[config.mk]
export PLATFORM = sky130hd
export DESIGN_NAME = array_binary_tree_traversal
export DESIGN_NICKNAME = d
export VERILOG_FILES = /design/src/hw/rtl/abtt_pkg.sv /design/src/hw/rtl/abtt_node_ram.sv /design/src/hw/rtl/array_binary_tree_traversal.sv
export SDC_FILE = /design/constraint.sdc
export NUM_CORES = 2
export LEC_CHECK = 0
export BUFFER_PORTS_ARGS = -buffer_cell sky130_fd_sc_hd__buf_2
export CAP_MARGIN = 15
export CORE_MARGIN = 4
export CORE_UTILIZATION = 25
export DETAILED_ROUTE_END_ITERATION = 10
export MAX_ROUTING_LAYER = met4
export PLACE_DENSITY = 0.42
export SYNTH_ARGS = -nofsm -noshare
export SYNTH_HDL_FRONTEND = slang
export SYNTH_HIERARCHICAL = 1
export SYNTH_SLANG_ARGS = --single-unit
[constraint.sdc]
create_clock -name clk -period 14 [get_ports clk]
set_input_delay 1.4 -clock clk [delete_from_list [all_inputs] [get_ports clk]]
set_output_delay 1.4 -clock clk [all_outputs]
set_load 0.01 [all_outputs]
[src/hw/rtl/abtt_pkg.sv]
// Shared types and constants for the array binary tree traversal block.
// Holds the store geometry, operation and status codes, word structs and the FSM type.
// Depends on nothing else.
`default_nettype none

package abtt_pkg;

	// Store geometry; every width below but VALUE_W follows from the slot count.
	localparam int TREE_SLOTS   = 32;
	localparam int ADDR_W       = $clog2(TREE_SLOTS);
	localparam int IDX_W        = ADDR_W + 1;
	localparam int PTR_W        = $clog2(TREE_SLOTS + 1);
	localparam int STACK_LEVELS = $clog2(TREE_SLOTS);
	localparam int DEPTH_W      = $clog2(STACK_LEVELS + 1);
	localparam int TOP_W        = (STACK_LEVELS > 1) ? $clog2(STACK_LEVELS) : 1;
	localparam int VALUE_W      = 32;

	// Operation codes.
	localparam logic [2:0] OP_APPEND = 3'd0;
	localparam logic [2:0] OP_CLEAR  = 3'd1;
	localparam logic [2:0] OP_PRE    = 3'd2;
	localparam logic [2:0] OP_IN     = 3'd3;
	localparam logic [2:0] OP_POST   = 3'd4;

	// Status codes.
	localparam logic [1:0] ST_APPENDED = 2'd0;
	localparam logic [1:0] ST_FULL     = 2'd1;
	localparam logic [1:0] ST_CLEARED  = 2'd2;
	localparam logic [1:0] ST_VALUE    = 2'd3;

	// Progress of one stack level through its node.
	typedef enum logic [1:0] {
		PH_LEFT,
		PH_RIGHT,
		PH_DONE
	} phase_t;

	typedef enum logic [1:0] {
		S_IDLE,
		S_FETCH,
		S_VISIT,
		S_FLUSH
	} state_t;

	typedef struct packed {
		logic [2:0]                operation;
		logic signed [VALUE_W-1:0] node_value;
	} in_word_t;

	typedef struct packed {
		logic signed [VALUE_W-1:0] out_value;
		logic [1:0]                status;
		logic                      last;
	} out_word_t;

	// Request bundle towards the node store.
	typedef struct packed {
		logic               wr_en;
		logic [ADDR_W-1:0]  wr_addr;
		logic [VALUE_W-1:0] wr_data;
		logic               rd_en;
		logic [ADDR_W-1:0]  rd_addr;
	} ram_req_t;

endpackage

`default_nettype wire

[src/hw/rtl/abtt_node_ram.sv]
// Node store of the tree: one write port, one read port, registered read data.
// Per-entry valid bits make unwritten entries read as zero after reset.
// Depends on abtt_pkg.
`default_nettype none

module abtt_node_ram (
	input  wire logic                       clk,
	input  wire logic                       arst_n,
	input  wire abtt_pkg::ram_req_t         req,
	output logic [abtt_pkg::VALUE_W-1:0]    rd_data
);
	import abtt_pkg::*;

	logic [VALUE_W-1:0] mem [TREE_SLOTS];
	logic [TREE_SLOTS-1:0] valid_q;
	logic [VALUE_W-1:0] raw_s1;
	logic               hit_s1;

	// Storage array, written and read synchronously.
	always_ff @(posedge clk) begin
		if (req.wr_en) begin
			mem[req.wr_addr] <= req.wr_data;
		end
		if (req.rd_en) begin
			raw_s1 <= mem[req.rd_addr];
			hit_s1 <= valid_q[req.rd_addr];
		end
	end

	// Valid bits: cleared by reset, set on the first write to an entry.
	always_ff @(posedge clk or negedge arst_n) begin
		if (!arst_n) begin
			valid_q <= '0;
		end else if (req.wr_en) begin
			valid_q[req.wr_addr] <= 1'b1;
		end
	end

	// An entry never written reads as an absent node.
	assign rd_data = hit_s1 ? raw_s1 : '0;

endmodule

`default_nettype wire

[src/hw/rtl/array_binary_tree_traversal.sv]
// Heap-indexed binary tree store with depth-first walks. An append or a clear gives one
// word; with the output taken every cycle, such operations run back to back. A traversal
// visits nodes through the single read port of the node store: each pushed node is fetched
// and then visited in its left, right and done phases, each child probe that is in range but
// finds zero adds one fetch, and a final flush step releases the last value; the walk waits
// when it must emit while the output is held up. Input is not accepted while a walk is in
// progress. The store reads as zero after reset without any clearing pass.
`default_nettype none

module array_binary_tree_traversal (
	input  wire logic                 clk,
	input  wire logic                 arst_n,
	input  wire logic                 in_valid,
	output logic                      in_ready,
	input  wire abtt_pkg::in_word_t   in_data,
	output logic                      out_valid,
	input  wire logic                 out_ready,
	output abtt_pkg::out_word_t       out_data
);
	import abtt_pkg::*;

	state_t              state_q, state_d;
	logic [PTR_W-1:0]    wp_q, wp_d;
	logic [DEPTH_W-1:0]  depth_q;
	logic [2:0]          order_q, order_d;
	logic [IDX_W-1:0]    child_q, child_d;
	logic [ADDR_W-1:0]   stk_idx_q [STACK_LEVELS];
	phase_t              stk_ph_q  [STACK_LEVELS];
	logic [VALUE_W-1:0]  stk_val_q [STACK_LEVELS];
	logic [VALUE_W-1:0]  pend_q;
	logic                pend_valid_q;
	out_word_t           out_q, out_d;
	logic                out_valid_q;

	ram_req_t            ram_req;
	logic [VALUE_W-1:0]  rd_data;

	logic                accept, is_walk, out_free;
	logic [TOP_W-1:0]    top_ptr;
	logic [ADDR_W-1:0]   t_idx;
	phase_t              t_ph;
	logic [VALUE_W-1:0]  t_val;
	logic [IDX_W-1:0]    t_child;
	logic                child_ok, emit, stall;
	logic                out_load, pend_load, pend_drop;
	logic                push_en, pop_en, phase_en;
	phase_t              phase_nx;

	abtt_node_ram u_ram (
		.clk     (clk),
		.arst_n  (arst_n),
		.req     (ram_req),
		.rd_data (rd_data)
	);

	// Handshake and top-of-stack view.
	assign out_free  = !out_valid_q || out_ready;
	assign in_ready  = (state_q == S_IDLE) && out_free;
	assign accept    = in_valid && in_ready;
	assign is_walk   = (in_data.operation == OP_PRE) || (in_data.operation == OP_IN) ||
			(in_data.operation == OP_POST);
	assign top_ptr   = TOP_W'(depth_q - DEPTH_W'(1));
	assign t_idx     = stk_idx_q[top_ptr];
	assign t_ph      = stk_ph_q[top_ptr];
	assign t_val     = stk_val_q[top_ptr];
	assign t_child   = {t_idx, (t_ph == PH_RIGHT)};
	assign child_ok  = t_child < IDX_W'(TREE_SLOTS);
	assign emit      = ((t_ph == PH_LEFT) && (order_q == OP_PRE)) ||
			((t_ph == PH_RIGHT) && (order_q == OP_IN)) ||
			((t_ph == PH_DONE) && (order_q == OP_POST));
	assign stall     = emit && pend_valid_q && !out_free;
	assign out_valid = out_valid_q;
	assign out_data  = out_q;

	// Next state.
	always_comb begin
		state_d = state_q;
		case (state_q)
			S_IDLE: begin
				if (accept && is_walk) begin
					state_d = S_FETCH;
				end
			end
			S_FETCH: begin
				state_d = S_VISIT;
			end
			S_VISIT: begin
				if (!stall) begin
					case (t_ph)
						PH_LEFT, PH_RIGHT: begin
							if (child_ok) begin
								state_d = S_FETCH;
							end
						end
						PH_DONE: begin
							if (depth_q == DEPTH_W'(1)) begin
								state_d = S_FLUSH;
							end
						end
						default: ;
					endcase
				end
			end
			S_FLUSH: begin
				if (out_free) begin
					state_d = S_IDLE;
				end
			end
			default: state_d = S_IDLE;
		endcase
	end

	// Datapath controls for each state.
	always_comb begin
		ram_req   = '0;
		wp_d      = wp_q;
		order_d   = order_q;
		child_d   = child_q;
		out_load  = 1'b0;
		out_d     = out_q;
		pend_load = 1'b0;
		pend_drop = 1'b0;
		push_en   = 1'b0;
		pop_en    = 1'b0;
		phase_en  = 1'b0;
		phase_nx  = PH_DONE;
		case (state_q)
			S_IDLE: begin
				if (accept) begin
					case (in_data.operation)
						OP_APPEND: begin
							out_load = 1'b1;
							out_d    = '{out_value: '0, status: ST_FULL, last: 1'b1};
							if (wp_q < PTR_W'(TREE_SLOTS)) begin
								ram_req.wr_en   = 1'b1;
								ram_req.wr_addr = wp_q[ADDR_W-1:0];
								ram_req.wr_data = in_data.node_value;
								wp_d            = wp_q + PTR_W'(1);
								out_d.status    = ST_APPENDED;
							end
						end
						OP_CLEAR: begin
							wp_d     = PTR_W'(1);
							out_load = 1'b1;
							out_d    = '{out_value: '0, status: ST_CLEARED, last: 1'b1};
						end
						OP_PRE, OP_IN, OP_POST: begin
							ram_req.rd_en   = 1'b1;
							ram_req.rd_addr = ADDR_W'(1);
							child_d         = IDX_W'(1);
							order_d         = in_data.operation;
						end
						default: ;
					endcase
				end
			end
			S_FETCH: begin
				// The root is always walked; other children only when present.
				push_en = (child_q == IDX_W'(1)) || (rd_data != '0);
			end
			S_VISIT: begin
				if (!stall) begin
					if (emit) begin
						pend_load = 1'b1;
						if (pend_valid_q) begin
							out_load = 1'b1;
							out_d    = '{out_value: pend_q, status: ST_VALUE, last: 1'b0};
						end
					end
					case (t_ph)
						PH_LEFT, PH_RIGHT: begin
							phase_en = 1'b1;
							phase_nx = (t_ph == PH_LEFT) ? PH_RIGHT : PH_DONE;
							if (child_ok) begin
								ram_req.rd_en   = 1'b1;
								ram_req.rd_addr = t_child[ADDR_W-1:0];
								child_d         = t_child;
							end
						end
						PH_DONE: begin
							pop_en = 1'b1;
						end
						default: ;
					endcase
				end
			end
			S_FLUSH: begin
				if (out_free) begin
					pend_drop = 1'b1;
					out_load  = 1'b1;
					out_d     = '{out_value: pend_q, status: ST_VALUE, last: 1'b1};
				end
			end
			default: ;
		endcase
	end

	// Control registers.
	always_ff @(posedge clk or negedge arst_n) begin
		if (!arst_n) begin
			state_q      <= S_IDLE;
			wp_q         <= PTR_W'(1);
			depth_q      <= '0;
			pend_valid_q <= 1'b0;
			out_valid_q  <= 1'b0;
		end else begin
			state_q <= state_d;
			wp_q    <= wp_d;
			if (push_en) begin
				depth_q <= depth_q + DEPTH_W'(1);
			end else if (pop_en) begin
				depth_q <= depth_q - DEPTH_W'(1);
			end
			if (pend_load) begin
				pend_valid_q <= 1'b1;
			end else if (pend_drop) begin
				pend_valid_q <= 1'b0;
			end
			if (out_load) begin
				out_valid_q <= 1'b1;
			end else if (out_ready) begin
				out_valid_q <= 1'b0;
			end
		end
	end

	// Payload registers and the walk stack.
	always_ff @(posedge clk) begin
		order_q <= order_d;
		child_q <= child_d;
		if (out_load) begin
			out_q <= out_d;
		end
		if (pend_load) begin
			pend_q <= t_val;
		end
		if (phase_en) begin
			stk_ph_q[top_ptr] <= phase_nx;
		end
		if (push_en) begin
			stk_idx_q[TOP_W'(depth_q)] <= child_q[ADDR_W-1:0];
			stk_ph_q[TOP_W'(depth_q)]  <= PH_LEFT;
			stk_val_q[TOP_W'(depth_q)] <= rd_data;
		end
	end

	// Checks on the walk control.
	a_idle_empty: assert property (@(posedge clk) disable iff (!arst_n)
		in_ready |-> (depth_q == '0) && !pend_valid_q)
		else $error("stack or pending word left over while idle");

	a_wp_range: assert property (@(posedge clk) disable iff (!arst_n)
		(wp_q != '0) && (wp_q <= PTR_W'(TREE_SLOTS)))
		else $error("write pointer out of range");

	a_flush_pending: assert property (@(posedge clk) disable iff (!arst_n)
		(state_q == S_FLUSH) |-> pend_valid_q)
		else $error("final word missing at end of walk");

	a_depth_bound: assert property (@(posedge clk) disable iff (!arst_n)
		depth_q <= DEPTH_W'(STACK_LEVELS))
		else $error("walk stack overflow");

	a_visit_live: assert property (@(posedge clk) disable iff (!arst_n)
		(state_q == S_VISIT) |-> (depth_q != '0))
		else $error("visit with empty stack");

endmodule

`default_nettype wire

* Word-level counts from Yosys, hierarchy flattened
Memories as Yosys holds them, arrays and structs flattened. A register that Yosys moved wholly into a read port is not among the register bits.
Cells that the tools add are included.
** Storage, ports and cells
- Register bits after elaboration :: 90
- Memory bits (writable) :: 1219
- Input port bits :: 39
- Output and inout port bits :: 37
- Logic and storage cells :: 163
- Memories kept :: 4
** Memories
- u_ram.mem :: depth 32, width 32, rd ports 1, clocked after Yosys merged registers in 1, write ports 1, line abtt_node_ram.sv:14 : logic [VALUE_W-1:0] mem [TREE_SLOTS];
- stk_val_q :: depth 5, width 32, rd ports 1, clocked after Yosys merged registers in 1, write ports 1, line array_binary_tree_traversal.sv:29 : logic [VALUE_W-1:0] stk_val_q [STACK_LEVELS];
- stk_idx_q :: depth 5, width 5, rd ports 1, clocked after Yosys merged registers in 0, write ports 1, line array_binary_tree_traversal.sv:27 : logic [ADDR_W-1:0] stk_idx_q [STACK_LEVELS];
- stk_ph_q :: depth 5, width 2, rd ports 1, clocked after Yosys merged registers in 0, write ports 1, line array_binary_tree_traversal.sv:28 : phase_t stk_ph_q [STACK_LEVELS];
** Cells by class
- $add $sub $neg :: 3
- Order comparisons :: 5
- Equality and inequality tests :: 28
- Mux-type cells :: 74
- Bitwise logic cells :: 1
- Reductions and logical operators :: 36
** Operators with widths (count)
- 2-to-1 mux 35 bit :: 5
- 2-to-1 mux 38 bit :: 3
- one-hot mux 35 bit (3 select lines) :: 1
- one-hot mux 35 bit (2 select lines) :: 1
- 2-to-1 mux 6 bit :: 10
- 2-to-1 mux 44 bit :: 1
- one-hot mux 6 bit (2 select lines) :: 3
- 2-to-1 mux 32 bit :: 1
- OR 32 bit :: 1
- nonzero test 32 bit :: 1
- 2-to-1 mux 1 bit :: 31
- 2-to-1 mux 2 bit :: 10
- != test 2 bit (second input constant) :: 7
- == test 3 x 2 -> 1 bit (second input constant) :: 4
- < comparator 5 x 6 -> 1 bit (second input constant) :: 2
- < comparator 6 bit (second input constant) :: 2
- AND reduction 6 bit :: 2
- nonzero test 2 bit :: 5
- logical AND 1 bit :: 9
- 2-to-1 mux 3 bit :: 3
- one-hot mux 2 bit (4 select lines) :: 1
- AND reduction 8 bit :: 1
- adder 6 x 1 -> 6 bit (second input constant) :: 1
- == test 2 bit (second input constant) :: 3
- 24 further kinds :: 39

* Logic depth before layout (Yosys ltp)
An unclocked memory read counts as a cell.
- Depth in word-level cells :: 13
- Depth in mapped cells :: 17
- Depth with buffers taken out :: 13

* Modules after synthesis
Netlist, hierarchy kept.
** Modules (own cells, without submodules)
- abtt_node_ram :: instances 1, cells an instance 2399, area each 42405.7 µm², sequential area each 32541.2 µm²
- array_binary_tree_traversal :: instances 1, cells an instance 681, area each 11358.4 µm², sequential area each 8464.4 µm²

* Worst setup path after synthesis
OpenSTA, ideal clock, no wires.
- Path kind :: reg2reg
- From :: register child_q[1]
- To :: memory stk_idx_q[0][0] (netlist name) (enable)
- Setup time :: 524 ps
- Arrival time :: 4967 ps
- Setup slack :: 8509 ps
- Stages on the path, launching flop included :: 5
- Period minus slack after synthesis :: 5491 ps
- Cells stage by stage :: edfxtp_1 > or4b_1 > nor3_1 > o311ai_4 > nor4_1
** On the way
- Cells in the longest elaborated chain, start to end :: 5
** Ends and longest elaborated chain
- start, declared :: line array_binary_tree_traversal.sv:26 : logic [IDX_W-1:0] child_q, child_d;
- start signal, assigned :: line array_binary_tree_traversal.sv:230 : child_q <= child_d;
- == test 6 x 1 -> 1 bit :: line array_binary_tree_traversal.sv:159 : push_en = (child_q == IDX_W'(1)) || (rd_data != '0);
- logical OR 1 bit :: line array_binary_tree_traversal.sv:159
- 2-to-1 mux 1 bit :: line array_binary_tree_traversal.sv:127 : case (state_q)
- 2-to-1 mux 1 bit :: line array_binary_tree_traversal.sv:240 : if (push_en) begin
- 2-to-1 mux 1 bit (not written as such) :: line array_binary_tree_traversal.sv:241 : stk_idx_q[TOP_W'(depth_q)] <= child_q[ADDR_W-1:0];
- end, declared :: line array_binary_tree_traversal.sv:27
No other way between the ends.

==> out/qor.yml <==
crit_chain: "inv_1 > ha_2 > xnor2_4 > buf_4 > mux2i_4 > xnor2_1 > or2_1 > and3_4 > buf_12 > buf_4 > mux2i_1 > a22oi_1 > a31oi_1 > nand3_1"
antenna_left: 0
place_congestion: 0.721
drive_above_1_share_pct: 15.0
fin_skew_ps: 32.8
slowest_stage: "buf_4"
drt-initial-drc-count: 2316
relSlewSlack_pct: 16.6
clkLatencyLatePin_ps: 790
clk_pin_slew_ps: 60
r2r_slack_ps: 7750
vias_per_cell: 4.51
p_clk_share_pct: 34.0
final_cells: 6161
async_reset_ff_share_pct: 3.28
grt_setup_unrepaired: "no"
regArea_sq_mm: 0.0410
clock_sinks: 1373
hold_buffers: 0
p_switching_uw: 3360
cts_max_level: 4
worst_path_largest_cell_delay_ps: 930
status: "completed"
end_kind: "register"
worst-path-buf-inv: 4
syn_nets: 3125
portBuffers: 75
drt_wl_total_mm: 153
syn2layout_area_growth_pct: 16.7
ys_warn_count: 6
hold_path.class: "reg -> reg"
post_cts_resized: 0
hold_start: "u_ram/valid_q[0]$_DFFE_PN0P_"
syn_area_per_cell_sq_um: 17.5
path_common_cell: "buf_4"
die_h_microns: 472
fmaxAchievable_mhz: 160
fin_util_pct: 29.5
dieArea_sq_mm: 0.223
dpl.hpwl_mm: 78.6
fin_crit_sh_pct: 44.7
ys_ff_latch: 1373
hold_end: "u_ram/valid_q[0]$_DFFE_PN0P_"
crit_family: "buffers and inverters"
rr_endpoint: "u_ram/raw_s1[30]$_DFFE_PP_"
yosysSeqAreaShare_pct: 76.3
antenna_found_initial: 10
p_sw_share_pct: 29.7
synth_flop_cell: "edfxtp_1"
netlist_area_sq_mm: 0.0538
grt_use_total_pct: 13.9
fillCellCount: 21000
grt_pass1_wl_mm: 217
wl_per_cell_microns: 24.8
holdPathStages: 1
final_nets: 3268
multi_input_area_sq_mm: 0.0121
ios: 76
seq_power_share_pct: 44.0
cts_root_buffer: "clkbuf_16"
synth-edff-count: 1328
crit_arrival_ps: 6770
p_comb_share_pct: 22.0
ir_drop_mv: 0.162
start_util_pct: 25.2
crit_path_max_fanout: 113
power.density_mw_per_mm2: 180
p_int_uw: 7950
setup_violations: 0
ys_types: 62
drtPass1Iterations: 5
cts_buffers: 152
core.rowCount: 169
drc: 0
synth_cells: 3080
die_x_microns: 472
mostFrequentLayoutCells: "1,328 x edfxtp_1, 531 x mux2i_1, 220 x nand2_1, 159 x clkbuf_16, 109 x a21oi_1"
finalHoldViolCount: 0
timing.rr.start: "depth_q[0]$_DFFE_PN0P_"
core_sq_mm: 0.213
routed-via-count: 27800
cap_violations: 0
setup_tns_ps: 0
dp_cells: 5877
cts_setup_buffers: 0
fin_crit_ps: 6250
worstMarginPinSlew_ps: 1250
crit_path_start_kind: "register"
grt_max_degree: 114
drv_slew: 0
path_class: "reg -> reg"
first_global_vias: 28100
worstRegToRegCells: 14
overflow: 0
p_leak_uw: 0.0195
clock_path_buffers: 3
crit_required_ps: 14520
cts_tree: "done"
mostFrequentLayoutCell: "edfxtp_1"
-- how the worst max path moves through the flow --
stage,from,to,slack [ps],depth (start not counted)
2_1_floorplan,child_q[1]$_SDFFCE_PN0P_,stk_idx_q[0][0]$_DFFE_PP_,8510,4
4_1_cts,depth_q[0]$_DFFE_PN0P_,u_ram/raw_s1[30]$_DFFE_PP_,7600,14
3_5_place_dp,depth_q[0]$_DFFE_PN0P_,u_ram/raw_s1[30]$_DFFE_PP_,7600,14
3_3_place_gp,depth_q[0]$_DFFE_PN0P_,u_ram/raw_s1[30]$_DFFE_PP_,7630,14
6_report,depth_q[0]$_DFFE_PN0P_,u_ram/raw_s1[30]$_DFFE_PP_,7750,14
5_1_grt,depth_q[0]$_DFFE_PN0P_,u_ram/raw_s1[10]$_DFFE_PP_,7270,15
-- cell usage after synthesis (2+ instances only) --
cell | count | area, sq um
nand3b_1 | 5 | 37.5
buf_6 | 24 | 270
inv_1 | 12 | 45.0
nor3b_1 | 3 | 22.5
nand2b_1 | 3 | 18.8
nor2_1 | 47 | 176
buf_2 | 34 | 170
buf_1 | 18 | 67.6
clkbuf_1 | 56 | 210
nand3_1 | 105 | 526
buf_4 | 25 | 188
and2_1 | 103 | 644
nor2b_1 | 6 | 37.5
mux2i_4 | 2 | 45.0
edfxtp_1 | 1328 | 39900
or2_2 | 35 | 219
nand2_1 | 221 | 830
nor3_2 | 2 | 20.0
nor3_1 | 37 | 185
a311oi_1 | 3 | 26.3
a31oi_1 | 33 | 206
or3b_2 | 3 | 26.3
dfrtp_1 | 44 | 1100
a22o_1 | 68 | 596
xnor2_1 | 2 | 17.5
nand4_1 | 6 | 37.5
and3_1 | 8 | 50.1
o211ai_1 | 2 | 15.0
nor4_1 | 13 | 81.3
or3_1 | 3 | 18.8
mux2i_1 | 531 | 5320
o21ai_0 | 2 | 10.0
mux4_2 | 39 | 878
o21ai_1 | 4 | 20.0
ha_1 | 6 | 75.1
a21oi_1 | 109 | 546
o31ai_1 | 5 | 37.5
xor2_1 | 3 | 26.3
buf_8 | 3 | 45.0
clkbuf_4 | 6 | 45.0
a22oi_1 | 99 | 743
a41oi_1 | 2 | 17.5
-- kinds of logic (layout without fill, tap and decap cells) --
kind of cell / after synthesis / in the layout / synth area share, %
fa+ha+maj: 6 / 6 / 0.140
compound gates: 338 / 338 / 4.36
other cells: 0 / 2 / 0
mux: 573 / 573 / 11.6
simple gates: 604 / 604 / 5.51
buf+inv: 180 / 438 / 1.95
xor+xnor: 6 / 6 / 0.133
flops: 1373 / 1373 / 76.3
-- flip-flops by register name, indices dropped and copies added, names as in the netlist, 2 cells and up --
name / count
stk_idx_q: 25
pend_q: 32
order_q: 3
out_data: 35
u_ram/valid_q: 32
u_ram/raw_s1: 32
state_q: 2
depth_q: 3
child_q: 6
wp_q: 6
stk_val_q: 160
u_ram/mem: 1024
stk_ph_q: 10
-- final cells by class --
class,count,area share (%)
well taps,2821,5.63
flip-flops and latches,1373,65.4
multi-input cells,1527,19.2
repair buffers,155,2.08
clock buffers,204,6.66
diodes,2,0.00798
inverters,14,0.0878
clock inverters,65,0.920
-- metal layers --
layer,vias up,GRT usage [%],share of wire (%)
li1,12400,-,-
met1,14600,18.0,45
met2,607,22.8,49
met3,221,2.18,4.4
met4,0,3.52,2.1
met5,-,-,0
-- stage by stage --
stage                     setup WS [ps]  hold WS [ps]  total power [uW]  area, sq um
after floorplan                    8510           439              6730        53800
after global placement             7630           451              7600        57600
after detailed placement           7600           456              7600        57600
after CTS                          7600           471             11500        62400
after global routing               7270           479             11900        62700
final                              7750           466             11300        62700
-- worst register-to-register path, stage by stage, from the launching register on --
cell and delay [ps]:
dfrtp_2 560, inv_1 290, ha_2 410, xnor2_4 150, buf_4 490, mux2i_4 370
xnor2_1 190, or2_1 230, and3_4 620, buf_12 660, buf_4 1140, mux2i_1 310
a22oi_1 130, a31oi_1 330, nand3_1 130
-- power groups by stage --
stage | registers (uW) | clock network [uW] | logic, uW
after detailed placement | 5070 | 0 | 2540
final | 4980 | 3850 | 2490
after global placement | 5070 | 0 | 2530
after CTS | 4980 | 3970 | 2540
after global routing | 5000 | 4150 | 2720
after floorplan | 4980 | 0 | 1740
Power figures use the tool's default switching activity.
